`config.mk`:
```
export PLATFORM = sky130hd
export DESIGN_NAME = oled_command_decode_and_gdram_addressing
export DESIGN_NICKNAME = d
export VERILOG_FILES = /design/src/ocdga_pkg.sv /design/src/ocdga_decode.sv /design/src/ocdga_out_buf.sv /design/src/oled_command_decode_and_gdram_addressing.sv
export VERILOG_INCLUDE_DIRS = /design/src /design/src/src
export SDC_FILE = /design/constraint.sdc
export NUM_CORES = 1
export LEC_CHECK = 0
export ABC_CLOCK_PERIOD_IN_PS = 7860
export BUFFER_PORTS_ARGS = -buffer_cell sky130_fd_sc_hd__buf_2
export CAP_MARGIN = 20
export CORE_MARGIN = 1.5
export CORE_UTILIZATION = 62
export CTS_BUF_LIST = sky130_fd_sc_hd__clkbuf_4
export DETAILED_ROUTE_END_ITERATION = 7
export GPL_ROUTABILITY_DRIVEN = 0
export PLACE_DENSITY = 0.89
export SKIP_CTS_REPAIR_TIMING = 1
export SYNTH_ARGS = -nofsm -noshare
export SYNTH_HDL_FRONTEND = slang
export SYNTH_HIERARCHICAL = 1
export SYNTH_SLANG_ARGS = --single-unit
export TNS_END_PERCENT = 50
```
`constraint.sdc`:
```
create_clock -name clk -period 7.86 [get_ports clk]
set_clock_uncertainty 0.2 [all_clocks]
set_input_delay 1.572 -clock clk [delete_from_list [all_inputs] [get_ports clk]]
set_output_delay 1.572 -clock clk [all_outputs]
set_load 0.02 [all_outputs]
```
`src/assert_macros.svh`:
```
// Assertion helpers shared by the RTL files.
`ifndef ASSERT_MACROS_SVH
`define ASSERT_MACROS_SVH

// Property checked at every rising edge outside reset.
`define CHECK_PROP(label, clk, rst, prop, msg) \
  label: assert property (@(posedge clk) disable iff (rst) (prop)) else $error(msg);

// Condition that must hold on every edge outside reset.
`define CHECK_ALWAYS(label, clk, rst, cond, msg) \
  `CHECK_PROP(label, clk, rst, cond, msg)

`endif

```
`src/ocdga_pkg.sv`:
```
`default_nettype none
package ocdga_pkg;

  // Opcodes that take arguments or act alone.
  localparam logic [7:0] OP_COL_WINDOW  = 8'h21;
  localparam logic [7:0] OP_PAGE_WINDOW = 8'h22;
  localparam logic [7:0] OP_MUX_RATIO   = 8'hA8;
  localparam logic [7:0] OP_DISPLAY_ON  = 8'hAF;
  localparam logic [7:0] OP_CONTRAST    = 8'h81;
  localparam logic [7:0] OP_OFFSET      = 8'hD3;

  // Opcode ranges.
  localparam logic [7:0] OP_COL_LOW_FIRST  = 8'h00;
  localparam logic [7:0] OP_COL_LOW_LAST   = 8'h0F;
  localparam logic [7:0] OP_COL_HIGH_FIRST = 8'h10;
  localparam logic [7:0] OP_COL_HIGH_LAST  = 8'h1F;
  localparam logic [7:0] OP_START_FIRST    = 8'h40;
  localparam logic [7:0] OP_START_LAST     = 8'h7F;
  localparam logic [7:0] OP_PAGE_FIRST     = 8'hB0;
  localparam logic [7:0] OP_PAGE_LAST      = 8'hBF;

  // Reset values.
  localparam logic [6:0] COL_LAST_RESET  = 7'd127;
  localparam logic [2:0] PAGE_LAST_RESET = 3'd7;
  localparam logic [7:0] MUX_RESET       = 8'd15;

  typedef struct packed {
    logic       write_valid;
    logic [6:0] write_column;
    logic [2:0] write_page;
    logic [7:0] write_byte;
    logic       panel_on;
    logic [5:0] start_line;
    logic [7:0] vertical_offset;
    logic [7:0] mux_ratio;
  } result_t;

endpackage
`default_nettype wire

```
`src/ocdga_decode.sv`:
```
`default_nettype none
`include "assert_macros.svh"
module ocdga_decode import ocdga_pkg::*; #(
  parameter int PANEL_COLUMNS = 128,
  parameter int PAGE_COUNT    = 8
) (
  input  wire logic       clk,
  input  wire logic       rst,
  input  wire logic       accept,
  input  wire logic       is_data,
  input  wire logic [7:0] in_byte,
  output result_t         result
);

  localparam logic [7:0] COL_LIMIT  = 8'(PANEL_COLUMNS);
  localparam logic [7:0] COL_MAX    = 8'(PANEL_COLUMNS - 1);
  localparam logic [7:0] PAGE_LIMIT = 8'(PAGE_COUNT);
  localparam logic [7:0] PAGE_MAX   = 8'(PAGE_COUNT - 1);

  logic [7:0] col_ptr, col_ptr_next;
  logic [3:0] page_ptr, page_ptr_next;
  logic [6:0] col_first, col_first_next;
  logic [6:0] col_last, col_last_next;
  logic [2:0] page_first, page_first_next;
  logic [2:0] page_last, page_last_next;
  logic       pend_valid, pend_valid_next;
  logic [7:0] pend_op, pend_op_next;
  logic       arg_pos, arg_pos_next;
  logic       on_flag, on_flag_next;
  logic [5:0] start_line, start_line_next;
  logic [7:0] offset, offset_next;
  logic [7:0] mux, mux_next;

  logic [8:0] col_inc;
  logic [4:0] page_inc;
  logic [6:0] col_clamped;
  logic [2:0] page_clamped;

  assign col_inc      = {1'b0, col_ptr} + 9'd1;
  assign page_inc     = {1'b0, page_ptr} + 5'd1;
  assign col_clamped  = (in_byte >= COL_LIMIT) ? COL_MAX[6:0] : in_byte[6:0];
  assign page_clamped = (in_byte >= PAGE_LIMIT) ? PAGE_MAX[2:0] : in_byte[2:0];

  always_comb begin
    col_ptr_next    = col_ptr;
    page_ptr_next   = page_ptr;
    col_first_next  = col_first;
    col_last_next   = col_last;
    page_first_next = page_first;
    page_last_next  = page_last;
    pend_valid_next = pend_valid;
    pend_op_next    = pend_op;
    arg_pos_next    = arg_pos;
    on_flag_next    = on_flag;
    start_line_next = start_line;
    offset_next     = offset;
    mux_next        = mux;

    if (is_data) begin
      // Advance the column; a wrap reloads the first column and steps the page.
      if (col_inc > {2'b00, col_last}) begin
        col_ptr_next = {1'b0, col_first};
        if (page_inc > {2'b00, page_last}) begin
          page_ptr_next = {1'b0, page_first};
        end else begin
          page_ptr_next = page_inc[3:0];
        end
      end else begin
        col_ptr_next = col_inc[7:0];
      end
    end else if (pend_valid) begin
      pend_valid_next = 1'b0;
      arg_pos_next    = 1'b0;
      unique case (pend_op) inside
        OP_COL_WINDOW: begin
          if (!arg_pos) begin
            col_first_next  = col_clamped;
            col_ptr_next    = {1'b0, col_clamped};
            pend_valid_next = 1'b1;
            arg_pos_next    = 1'b1;
          end else begin
            col_last_next = col_clamped;
          end
        end
        OP_PAGE_WINDOW: begin
          if (!arg_pos) begin
            page_first_next = page_clamped;
            page_ptr_next   = {1'b0, page_clamped};
            pend_valid_next = 1'b1;
            arg_pos_next    = 1'b1;
          end else begin
            page_last_next = page_clamped;
          end
        end
        OP_MUX_RATIO: mux_next = in_byte;
        OP_OFFSET:    offset_next = in_byte;
        default: ;
      endcase
    end else begin
      arg_pos_next    = 1'b0;
      pend_valid_next = 1'b0;
      unique case (in_byte) inside
        OP_COL_WINDOW, OP_PAGE_WINDOW, OP_MUX_RATIO, OP_CONTRAST, OP_OFFSET: begin
          pend_valid_next = 1'b1;
          pend_op_next    = in_byte;
        end
        OP_DISPLAY_ON: on_flag_next = 1'b1;
        [OP_COL_LOW_FIRST:OP_COL_LOW_LAST]:   col_ptr_next = {col_ptr[7:4], in_byte[3:0]};
        [OP_COL_HIGH_FIRST:OP_COL_HIGH_LAST]: col_ptr_next = {in_byte[3:0], col_ptr[3:0]};
        [OP_START_FIRST:OP_START_LAST]:       start_line_next = in_byte[5:0];
        [OP_PAGE_FIRST:OP_PAGE_LAST]:         page_ptr_next = in_byte[3:0];
        default: ;
      endcase
    end

    result.write_valid     = is_data;
    result.write_column    = is_data ? col_ptr[6:0] : 7'd0;
    result.write_page      = is_data ? page_ptr[2:0] : 3'd0;
    result.write_byte      = is_data ? in_byte : 8'd0;
    result.panel_on        = on_flag_next;
    result.start_line      = start_line_next;
    result.vertical_offset = offset_next;
    result.mux_ratio       = mux_next;
  end

  always_ff @(posedge clk) begin
    if (rst) begin
      col_ptr    <= '0;
      page_ptr   <= '0;
      col_first  <= '0;
      col_last   <= COL_LAST_RESET;
      page_first <= '0;
      page_last  <= PAGE_LAST_RESET;
      pend_valid <= 1'b0;
      pend_op    <= '0;
      arg_pos    <= 1'b0;
      on_flag    <= 1'b0;
      start_line <= '0;
      offset     <= '0;
      mux        <= MUX_RESET;
    end else if (accept) begin
      col_ptr    <= col_ptr_next;
      page_ptr   <= page_ptr_next;
      col_first  <= col_first_next;
      col_last   <= col_last_next;
      page_first <= page_first_next;
      page_last  <= page_last_next;
      pend_valid <= pend_valid_next;
      pend_op    <= pend_op_next;
      arg_pos    <= arg_pos_next;
      on_flag    <= on_flag_next;
      start_line <= start_line_next;
      offset     <= offset_next;
      mux        <= mux_next;
    end
  end

  // The second argument is only ever awaited by the two window opcodes.
  `CHECK_ALWAYS(a_arg_pos_window, clk, rst,
    !arg_pos || (pend_valid && (pend_op == OP_COL_WINDOW || pend_op == OP_PAGE_WINDOW)),
    "second argument pending without a window opcode")
  // A data word must not disturb the argument sequencing.
  `CHECK_PROP(a_data_keeps_pending, clk, rst,
    (accept && is_data) |=> ($stable(pend_valid) && $stable(pend_op) && $stable(arg_pos)),
    "data word changed the pending opcode")
  // Nothing turns the display off once it is on.
  `CHECK_ALWAYS(a_on_sticky, clk, rst, !$fell(on_flag), "display-on flag cleared")

endmodule
`default_nettype wire

```
`src/ocdga_out_buf.sv`:
```
`default_nettype none
`include "assert_macros.svh"
module ocdga_out_buf import ocdga_pkg::*; (
  input  wire logic clk,
  input  wire logic rst,
  input  wire logic in_valid,
  output logic      in_ready,
  input  result_t   in_data,
  output logic      out_valid,
  input  wire logic out_ready,
  output result_t   out_data
);

  logic    skid_valid;
  result_t skid_data;
  logic    in_accept;

  assign in_ready  = !skid_valid;
  assign in_accept = in_valid && in_ready;

  always_ff @(posedge clk) begin
    if (rst) begin
      out_valid  <= 1'b0;
      skid_valid <= 1'b0;
    end else if (!out_valid || out_ready) begin
      if (skid_valid) begin
        out_valid  <= 1'b1;
        skid_valid <= 1'b0;
      end else begin
        out_valid <= in_accept;
      end
    end else if (in_accept) begin
      skid_valid <= 1'b1;
    end
  end

  always_ff @(posedge clk) begin
    if (!out_valid || out_ready) begin
      out_data <= skid_valid ? skid_data : in_data;
    end
    if (in_accept && out_valid && !out_ready) begin
      skid_data <= in_data;
    end
  end

  // The skid stage only fills behind an occupied output register.
  `CHECK_ALWAYS(a_skid_behind_out, clk, rst, !skid_valid || out_valid,
    "skid word held with empty output register")
  `CHECK_PROP(a_stall_fills_skid, clk, rst,
    (in_accept && out_valid && !out_ready) |=> skid_valid,
    "word accepted during a stall was not kept")
  `CHECK_PROP(a_skid_drains, clk, rst,
    (skid_valid && out_ready) |=> (out_valid && !skid_valid),
    "skid word did not move to the output register")

endmodule
`default_nettype wire

```
`src/oled_command_decode_and_gdram_addressing.sv`:
```
// Result words reach m_axis from the output register, via the skid register when m_axis stalls.
// Throughput: one word per cycle while m_axis_tready is high; the pointer and window
// update is a single combinational pass from the state registers into the output register.
// A skid register takes one word in a stalled cycle; s_axis_tready is low while it is full.
// Reset (rst, synchronous, active high) restores full window, column and page 0,
// display off, start line 0, offset 0, multiplex ratio 15, and drops queued words.
`default_nettype none
module oled_command_decode_and_gdram_addressing import ocdga_pkg::*; #(
  parameter int PANEL_COLUMNS = 128,
  parameter int PAGE_COUNT    = 8
) (
  input  wire logic        clk,
  input  wire logic        rst,
  input  wire logic        s_axis_tvalid,
  output logic             s_axis_tready,
  input  wire logic [7:0]  s_axis_tdata,  // [7:0] in_byte
  input  wire logic        s_axis_tuser,  // [0] is_data (1 = data byte)
  output logic             m_axis_tvalid,
  input  wire logic        m_axis_tready,
  output logic [47:0]      m_axis_tdata,  // [6:0] write_column, [9:7] write_page,
                                          // [17:10] write_byte, [18] panel_on,
                                          // [24:19] start_line, [32:25] vertical_offset,
                                          // [40:33] mux_ratio, [47:41] zero
  output logic             m_axis_tuser   // [0] write_valid
);

  result_t dec_result;
  result_t out_result;
  logic    in_accept;

  assign in_accept = s_axis_tvalid && s_axis_tready;

  ocdga_decode #(
    .PANEL_COLUMNS (PANEL_COLUMNS),
    .PAGE_COUNT    (PAGE_COUNT)
  ) u_decode (
    .clk     (clk),
    .rst     (rst),
    .accept  (in_accept),
    .is_data (s_axis_tuser),
    .in_byte (s_axis_tdata),
    .result  (dec_result)
  );

  ocdga_out_buf u_out_buf (
    .clk       (clk),
    .rst       (rst),
    .in_valid  (s_axis_tvalid),
    .in_ready  (s_axis_tready),
    .in_data   (dec_result),
    .out_valid (m_axis_tvalid),
    .out_ready (m_axis_tready),
    .out_data  (out_result)
  );

  assign m_axis_tuser = out_result.write_valid;
  assign m_axis_tdata = {7'd0, out_result.mux_ratio, out_result.vertical_offset,
                         out_result.start_line, out_result.panel_on,
                         out_result.write_byte, out_result.write_page,
                         out_result.write_column};

endmodule
`default_nettype wire
```
==> run metrics, run 1 <==
top cells by area, synth edfxtp_1 35%, dfxtp_1 19%, mux2_4 7.8%, mux2_2 4.6%, nand2_1 3.4%; synthesized flop and latch total 151; most frequent cells in the layout 84 x edfxtp_1, 66 x dfxtp_1, 65 x nand2_1, 65 x nor2_1, 56 x buf_2; P per Cell Area around 200 nW/um^2; Comb power frac under 10%; final instance area 7700 sq um; switching power share of the total between 20% and 30%; antenna-violating nets left 0; CP max FO 14; crit share post-route ~47%; top cell type's share of synthesized area a little over a third; worst-margin pin slew roughly 930 ps; die area 12200 sq um; routed wl met3 about 1.3 mm; Seq/Total Area, Yosys 54.2%; CP Cell Sequence ha_1 > nand2_1 > nor2_1 > xnor2_1 > ha_1 > a211oi_1 > o211ai_1 > o21ai_0 > nand2_1 > or3_1 > a211o_1 > a31oi_1; M1 WL 6.16 mm; Die W 110 microns; Site Rows 38; top sig layer met4; wire per inst about 19 microns; drt total wl 15.7 mm; clk root buf clkbuf_4; gr usage total a little over a quarter; synthesis-to-finish area growth 8.04%; Reg power frac between 50 and 60%; status complete, no violations; CTS Buf Count 17; Hold WC Path Type flip-flop to flip-flop; setup tns final 0 ps; Distinct cells, synth 65; Die Ht 110 microns; CTS tree done; Post-Syn Instances roughly 620; vias per cell a little over 6; H-tree levels 4; clk slew on worst S/H paths approximately 130 ps; Synth Area per Inst 11.4 sq um; share of post-route cells with drive strength above 1 26.1%; startpoint type of the worst setup path flip-flop; Via Count roughly 5000; WP data arrival between 3000 and 4000 ps; Pint around 0.0012 W; Crit path required time 8120 ps; switching pwr about 0.00039 W; Post-Syn Area between 7000 and 8000 sq um; slowest CP cell dfxtp_1; CP endpoint kind flip-flop; first-pass GRT wire length about 25 mm; Post-synth EDFFs 84; I/O Buffers 56; first-iteration detailed-routing DRC count approximately 650; Worst-Skew Late Latency about 530 ps; 1st-pass router iterations 7; Max Clock Freq ~0.27 GHz; Core Region roughly 11000 sq um; Detail Placement HPWL between 9 and 10 mm; crit path time final 3680 ps; largest net degree at the start of global routing 51; Clk pwr share a little over a third; RSZ-0062 raised after global routing false; FFs w/ async S/R, synth 0%; Max IR drop VDD 0.116 mV; Area after DPL 7340 sq um; Setup violations, final 0; Yosys top cell by area edfxtp_1; CTS Buffer Depth 2; Routed met2 length roughly 7.9 mm; Residual DRC 0; FILL cells about 730; initial core utilization roughly 65%; # IOs 64; CP Class flip-flop to flip-flop; # diodes 0; leakage power total just over 3 nW; slew margin rel. 37.7%; vias in the first global route ~5000; Slew Limit Fails 0; commonest non-fill, non-tap cell in the layout edfxtp_1; Primary FF master, synth edfxtp_1; Nets just under 700; number of antenna violations at the first check in global routing 0; Syn. warnings 6; max cap viols 0; CTS Sinks 151; Overflow after GRT 0; crit-path max cell delay ~500 ps; Final Hold Vio Count 0
## cells in the mapped netlist, types with 14 or more instances
| master | instances |
|---|---|
| nor2_1 | 65 |
| mux2_2 | 29 |
| a21oi_1 | 27 |
| nand3_1 | 22 |
| clkbuf_1 | 23 |
| dfxtp_1 | 67 |
| o21ai_0 | 14 |
| and2_1 | 24 |
| mux2i_1 | 18 |
| edfxtp_1 | 84 |
| nand2_1 | 65 |
| mux2_4 | 37 |
## power by group through the flow
| stage | Sequential [W] | Combinational [W] | Clock [W] |
|---|---|---|---|
| floorplan | 0.000908 | 0.0000812 | 0 |
| global placement | 0.000886 | 0.000134 | 0 |
| detailed placement | 0.000888 | 0.000139 | 0 |
| CTS | 0.000871 | 0.000141 | 0.000575 |
| global route | 0.000874 | 0.000152 | 0.000605 |
| finish | 0.000871 | 0.000142 | 0.000574 |
## sequential cells by signal, indices dropped and copies added (netlist names), 7 cells and up
name,flops
u_decode/mux,8
u_decode/col_first,7
u_decode/col_ptr,8
u_out_buf/skid_data,42
u_out_buf/out_data,42
u_decode/col_last,7
u_decode/offset,8
u_decode/pend_op,8
## worst paths after layout
path	start	end	slack [ps]	cells after the start
worst max-delay path	u_decode/col_ptr[0]$_SDFFE_PP0P_	u_decode/col_ptr[3]$_SDFFE_PP0P_	4180	12
worst min-delay path	u_decode/offset[4]$_SDFFE_PP0P_	u_decode/offset[4]$_SDFFE_PP0P_	270	2
worst max register to register	u_decode/col_ptr[0]$_SDFFE_PP0P_	u_decode/col_ptr[3]$_SDFFE_PP0P_	4180	12
worst min register to register	u_decode/offset[4]$_SDFFE_PP0P_	u_decode/offset[4]$_SDFFE_PP0P_	270	2
## per-layer routing
| layer | track usage, % | vias up |
|---|---|---|
| li1 | - | 2297 |
| met1 | 33.2 | 2392 |
| met2 | 46.0 | 293 |
| met3 | 5.00 | 44 |
| met4 | 11.3 | 0 |
| met5 | 0 | - |
## kinds of logic after synthesis
family | count (synthesis) | share of synthesized area, %
compound gates | 83 | 7.63
xor+xnor | 7 | 0.860
fa+ha+maj | 12 | 2.11
buf+inv | 61 | 5.02
flops | 151 | 54.2
mux | 84 | 14.9
other cells | 1 | 0.0526
simple gates | 224 | 15.2
## critical path, delay by kind of cell (launching register included)
kind / cells / cell delay, ps
DFF: 1 / 500
AOI/OAI and AO/OA: 5 / 1050
adders and majority gates: 2 / 630
xor gates and xnor gates: 1 / 200
and+or+nand+nor: 4 / 1050
## stage by stage
step,instances,power (W),utilization [%],setup slack (ps),hold WS [ps]
2_1_floorplan,629,0.000989,-,1330,228
4_1_cts,813,0.00159,69.7,4070,269
5_1_grt,814,0.00163,69.8,3990,287
6_report,814,0.00159,69.8,4180,270
3_3_place_gp,781,0.00102,66.5,3550,243
3_5_place_dp,781,0.00103,66.5,3530,250
## layout make-up
| class | instances | area, sq um | area share (%) |
|---|---|---|---|
| sequential | 151 | 3860 | 50.2 |
| tap | 140 | 175 | 2.27 |
| multi-input combinational | 417 | 2940 | 38.2 |
| inverter | 13 | 48.8 | 0.633 |
| clock inverter | 15 | 226 | 2.94 |
| timing repair buffer | 61 | 322 | 4.17 |
| clock buffer | 17 | 128 | 1.66 |
No activity file was read; power rests on OpenSTA's default activity.
==> run 2: changes to the inputs <==
--- a/config.mk
+++ b/config.mk
@@ -6,7 +6,7 @@
 export SDC_FILE = /design/constraint.sdc
 export NUM_CORES = 1
 export LEC_CHECK = 0
-export ABC_CLOCK_PERIOD_IN_PS = 7860
+export ABC_CLOCK_PERIOD_IN_PS = 3660
 export BUFFER_PORTS_ARGS = -buffer_cell sky130_fd_sc_hd__buf_2
 export CAP_MARGIN = 20
 export CORE_MARGIN = 1.5
==> constraint.sdc (replaced) <==
create_clock -name clk -period 3.66 [get_ports clk]
set_clock_uncertainty 0.2 [all_clocks]
set_input_delay 0.732 -clock clk [delete_from_list [all_inputs] [get_ports clk]]
set_output_delay 0.732 -clock clk [all_outputs]
set_load 0.02 [all_outputs]
==> run metrics, run 2 (synthesis gave the netlist of run 1 again) <==
Pwr Total 0.00324 W (was 0.00159 W); Worst-Skew Late Latency 540 ps (was 530 ps); most frequent cells in the layout 84 x edfxtp_1, 66 x dfxtp_1, 65 x nor2_1 (was 84 x edfxtp_1, 66 x dfxtp_1, 65 x nand2_1, 65 x nor2_1, 56 x buf_2); Die Ht 110 microns (unchanged); commonest non-fill, non-tap cell in the layout edfxtp_1 (unchanged); leakage power total 3.07 nW (was 3.08 nW); CP Class flip-flop to flip-flop (unchanged); largest net degree at the start of global routing 50 (was 51); Core Region 11000 sq um (unchanged); CTS Buffer Depth 2 (unchanged); clk root buf clkbuf_4 (unchanged); CTS Sinks 151 (unchanged); # IOs 64 (unchanged); Max Clock Freq 0.295 GHz (was 0.272 GHz); vias in the first global route 4938 (was 4975); number of antenna violations at the first check in global routing 0 (unchanged); 1st-pass router iterations 7 (unchanged); H-tree levels 4 (unchanged); Max IR drop VDD 0.289 mV (was 0.116 mV); wire per inst 18.5 microns (was 19.2 microns); WP data arrival 3660 ps (was 3940 ps); Nets 690 (was 686); synthesis-to-finish area growth 7.74% (was 8.04%); Residual DRC 0 (unchanged); CTS tree done (unchanged); crit share post-route 92.6% (was 46.8%); CP endpoint kind flip-flop (unchanged); RSZ-0062 raised after global routing false (unchanged); vias per cell 6.19 (was 6.17); Overflow after GRT 0 (unchanged); startpoint type of the worst setup path flip-flop (unchanged); CTS Buf Count 17 (unchanged); Site Rows 38 (unchanged); status complete, no violations (unchanged); antenna-violating nets left 0 (unchanged); initial core utilization 64.6% (unchanged); # diodes 0 (unchanged); Crit path required time 3930 ps (was 8120 ps); Slew Limit Fails 0 (unchanged); worst-margin pin slew 796 ps (was 934 ps); gr usage total 25.8% (was 26.8%); Placement Setup Slack 238 ps (was 3530 ps); CP max FO 14 (unchanged); Via Count 5066 (was 5026); die area 12200 sq um (unchanged); setup tns final 0 ps (unchanged); clk slew on worst S/H paths 120 ps (was 130 ps); Final Hold Vio Count 0 (unchanged); Detail Placement HPWL 9.84 mm (was 9.87 mm); first-pass GRT wire length 23.9 mm (was 24.7 mm); crit path time final 3390 ps (was 3680 ps); max cap viols 0 (unchanged); P per Cell Area 422 nW/um^2 (was 206 nW/um^2); first-iteration detailed-routing DRC count 551 (was 648); PnR worst setup slack 272 ps (was 4180 ps); Hold WC Path Type flip-flop to flip-flop (unchanged); I/O Buffers 56 (unchanged); share of post-route cells with drive strength above 1 26.4% (was 26.1%); slew margin rel. 46.9% (was 37.7%); Die W 110 microns (unchanged); Setup violations, final 0 (unchanged); biggest regs u_out_buf/out_data: 42 flops, u_out_buf/skid_data: 42 flops (unchanged); drt total wl 15.1 mm (was 15.7 mm)
==> run 2: routing by layer <==
layer / track usage (%) / up-vias / wire length, microns
met3: 5.53 / 49 / 1110
met4: 12.7 / 0 / 444
met5: 0 / - / 0
li1: - / 2307 / -
met1: 32.9 / 2431 / 6120
met2: 41.7 / 279 / 7420
==> run 2: final cells by class <==
type                       count  area (sq um)
clock buffer                  19           143
tap                          140           175
sequential                   151          3860
multi-input combinational    417          2950
inverter                      13          48.8
timing repair buffer          65           348
fill                         746          3350
clock inverter                13           155
==> run 2: power by group <==
part	total (W)	internal [W]	switching (W)
Clock	0.00107	0.000485	0.000583
Sequential	0.00187	0.00184	0.0000241
Combinational	0.000306	0.000105	0.000201
==> run 2: worst paths after layout <==
path	startpoint	endpoint	slack, ps	depth (start not counted)
hold reg to reg	u_decode/mux[7]$_SDFFE_PP0P_	u_decode/mux[7]$_SDFFE_PP0P_	260	2
setup reg to reg	u_decode/col_ptr[0]$_SDFFE_PP0P_	u_decode/col_ptr[3]$_SDFFE_PP0P_	270	12
hold / removal	u_decode/mux[7]$_SDFFE_PP0P_	u_decode/mux[7]$_SDFFE_PP0P_	260	2
setup / recovery	u_decode/col_ptr[0]$_SDFFE_PP0P_	u_decode/col_ptr[3]$_SDFFE_PP0P_	270	12
==> run 2: critical path, stage by stage, from the launching register on <==
cell      delay [ps]
dfxtp_1          450
ha_1             280
nand2_1          110
nor2_1           160
xnor2_1          160
ha_1             300
a211oi_1         220
o211ai_1         120
o21ai_1          230
nand2_2          230
or3_1            390
a211o_1          320
a31oi_1          160
==> run 2: through the flow <==
step                      area [sq um]  hold WS (ps)  utilization, %  std cells
after floorplan                   7170           228               -        629
after global placement            7380           241            66.9        786
after detailed placement          7380           248            66.9        786
after CTS                         7680           265            69.6        818
after global routing              7680           295            69.6        818
final                             7680           263            69.6        818
==> run 3: changes to the inputs <==
--- a/config.mk
+++ b/config.mk
@@ -6,15 +6,15 @@
 export SDC_FILE = /design/constraint.sdc
 export NUM_CORES = 1
 export LEC_CHECK = 0
-export ABC_CLOCK_PERIOD_IN_PS = 3660
+export ABC_CLOCK_PERIOD_IN_PS = 4250
 export BUFFER_PORTS_ARGS = -buffer_cell sky130_fd_sc_hd__buf_2
 export CAP_MARGIN = 20
 export CORE_MARGIN = 1.5
-export CORE_UTILIZATION = 62
+export CORE_UTILIZATION = 66
 export CTS_BUF_LIST = sky130_fd_sc_hd__clkbuf_4
 export DETAILED_ROUTE_END_ITERATION = 7
 export GPL_ROUTABILITY_DRIVEN = 0
-export PLACE_DENSITY = 0.89
+export PLACE_DENSITY = 0.93
 export SKIP_CTS_REPAIR_TIMING = 1
 export SYNTH_ARGS = -nofsm -noshare
 export SYNTH_HDL_FRONTEND = slang
==> constraint.sdc (replaced) <==
create_clock -name clk -period 4.25 [get_ports clk]
set_clock_uncertainty 0.2 [all_clocks]
set_input_delay 0.85 -clock clk [delete_from_list [all_inputs] [get_ports clk]]
set_output_delay 0.85 -clock clk [all_outputs]
set_load 0.02 [all_outputs]
==> run metrics, run 3 (synthesis gave the netlist of run 1 again) <==
max cap viols 0 (unchanged); Via Count 5217 (was 5066); WHS Path Cells 2 (unchanged); crit path time final 3680 ps (was 3390 ps); Nets 687 (was 690); P per Cell Area 374 nW/um^2 (was 422 nW/um^2); hold_sp u_decode/offset[1]$_SDFFE_PP0P_ (was u_decode/mux[7]$_SDFFE_PP0P_); clk slew on worst S/H paths 140 ps (was 120 ps); CTS Buffer Depth 2 (unchanged); I/O Buffers 56 (unchanged); worst r2r path cells 12 (unchanged); FILL cells 619 (was 746); clk root buf clkbuf_4 (unchanged); Residual DRC 0 (unchanged); FF-to-FF setup slack 570 ps (was 270 ps); setup tns final 0 ps (unchanged); r2r endpoint u_decode/col_ptr[3]$_SDFFE_PP0P_ (unchanged); Detail Placement HPWL 10.0 mm (was 9.84 mm); antenna-violating nets left 0 (unchanged); Sequential cell area 3860 sq um (unchanged); CP endpoint kind flip-flop (unchanged); CTS Buf Count 17 (unchanged); Site Rows 37 (was 38); Crit path required time 4550 ps (was 3930 ps); RSZ-0062 raised after global routing false (unchanged); biggest regs u_out_buf/out_data: 42 flops, u_out_buf/skid_data: 42 flops (unchanged); initial core utilization 68.5% (was 64.6%); synthesis-to-finish area growth 7.65% (was 7.74%); Core Region 10400 sq um (was 11000 sq um); # diodes 0 (unchanged); Max Clock Freq 0.272 GHz (was 0.295 GHz); CP max FO 14 (unchanged); drt total wl 16.5 mm (was 15.1 mm); Final Hold Vio Count 0 (unchanged); Overflow after GRT 0 (unchanged); leakage power total 3.07 nW (about the same); first-pass GRT wire length 26.2 mm (was 23.9 mm); number of antenna violations at the first check in global routing 0 (unchanged); placed cells 779 (was 786); Max IR drop VDD 0.235 mV (was 0.289 mV); FF-to-FF Start u_decode/col_ptr[0]$_SDFFE_PP0P_ (unchanged); gr usage total 30.5% (was 25.8%); slew margin rel. 47.4% (was 46.9%); wire per inst 20.3 microns (was 18.5 microns); Slew Limit Fails 0 (unchanged); largest net degree at the start of global routing 50 (unchanged); startpoint type of the worst setup path flip-flop (unchanged); Hold WC Path Type flip-flop to flip-flop (unchanged); Die W 107 microns (was 110 microns); PnR worst setup slack 570 ps (was 272 ps); share of post-route cells with drive strength above 1 25.9% (was 26.4%); 1st-pass router iterations 6 (was 7); CP Class flip-flop to flip-flop (unchanged); commonest non-fill, non-tap cell in the layout edfxtp_1 (unchanged); Die Ht 107 microns (was 110 microns); H-tree levels 4 (unchanged); die area 11400 sq um (was 12200 sq um); first-iteration detailed-routing DRC count 716 (was 551); area of the multi-input gates 2950 sq um (about the same); most frequent cells in the layout 84 x edfxtp_1, 66 x dfxtp_1, 65 x nand2_1, 65 x nor2_1, 56 x buf_2 (was 84 x edfxtp_1, 66 x dfxtp_1, 65 x nor2_1); vias per cell 6.43 (was 6.19); Setup violations, final 0 (unchanged); hold path endpoint u_decode/offset[1]$_SDFFE_PP0P_ (was u_decode/mux[7]$_SDFFE_PP0P_); fin cells 811 (was 818); status complete, no violations (unchanged); vias in the first global route 5046 (was 4938); CTS Sinks 151 (unchanged); # IOs 64 (unchanged); worst-margin pin slew 789 ps (was 796 ps); Worst-Skew Late Latency 570 ps (was 540 ps); Core Util, Final 73.7% (was 69.6%); crit share post-route 86.6% (was 92.6%); WP data arrival 3980 ps (was 3660 ps); CTS tree done (unchanged); Placement Setup Slack 674 ps (was 238 ps)
## run 3: changes by cell type in the layout (fill, tap and decap cells not counted), sizes merged
| cell | delta |
|---|---|
| buf | -3 |
| clkinvlp | -2 |
| bufinv | +1 |
| clkinv | +1 |
## run 3: where the power goes
group | internal, W | switching (W)
clock network | 0.000477 | 0.000519
registers | 0.00159 | 0.0000212
logic | 0.0000893 | 0.000176
## run 3: worst max-delay path: stages, from the launching register on
cell	delay, ps
dfxtp_1	430
ha_1	280
nand2_1	100
nor2_1	140
xnor2_1	190
ha_1	320
a211oi_1	280
o211ai_1	140
o21ai_0	270
nand2_1	360
or3_1	420
a211o_1	310
a31oi_1	170
## run 3: per-layer routing
layer  share of wire [%]  up-vias  global-route usage, %  wire (microns)
li1                    -     2298                      -               -
met1                  37     2479                   37.4            6140
met2                  50      372                   50.5            8220
met3                 9.4       68                   7.84            1550
met4                 3.5        0                   14.7             582
met5                   0        -                      0               0
## run 3: worst max-delay path by stage
| stage | startpoint | end | slack (ps) | cells after the start |
|---|---|---|---|---|
| floorplan | m_axis_tready | u_out_buf/skid_data[0]$_DFFE_PP_ | 350 | 2 |
| finish | u_decode/col_ptr[0]$_SDFFE_PP0P_ | u_decode/col_ptr[3]$_SDFFE_PP0P_ | 570 | 12 |
| detailed placement | u_decode/col_ptr[0]$_SDFFE_PP0P_ | u_decode/col_ptr[3]$_SDFFE_PP0P_ | 670 | 12 |
| CTS | u_decode/col_ptr[0]$_SDFFE_PP0P_ | u_decode/col_ptr[3]$_SDFFE_PP0P_ | 640 | 12 |
| global route | u_decode/col_ptr[0]$_SDFFE_PP0P_ | u_decode/col_ptr[3]$_SDFFE_PP0P_ | 360 | 12 |
| global placement | s_axis_tuser | u_out_buf/out_data[4]$_DFFE_PP_ | 910 | 6 |
## run 3: layout make-up
class,instances,share of cell area (%)
sequential,151,50.4
multi-input combinational,417,38.4
timing repair buffer,62,4.24
clock inverter,13,2.33
tap,136,2.22
clock buffer,19,1.86
inverter,13,0.636
## run 3: metrics by stage
| step | hold slack, ps | instance area, sq um | power [W] |
|---|---|---|---|
| detailed placement | 246 | 7350 | 0.00190 |
| global route | 294 | 7680 | 0.00297 |
| floorplan | 228 | 7160 | 0.00183 |
| global placement | 241 | 7350 | 0.00189 |
| CTS | 278 | 7680 | 0.00287 |
| finish | 285 | 7680 | 0.00287 |
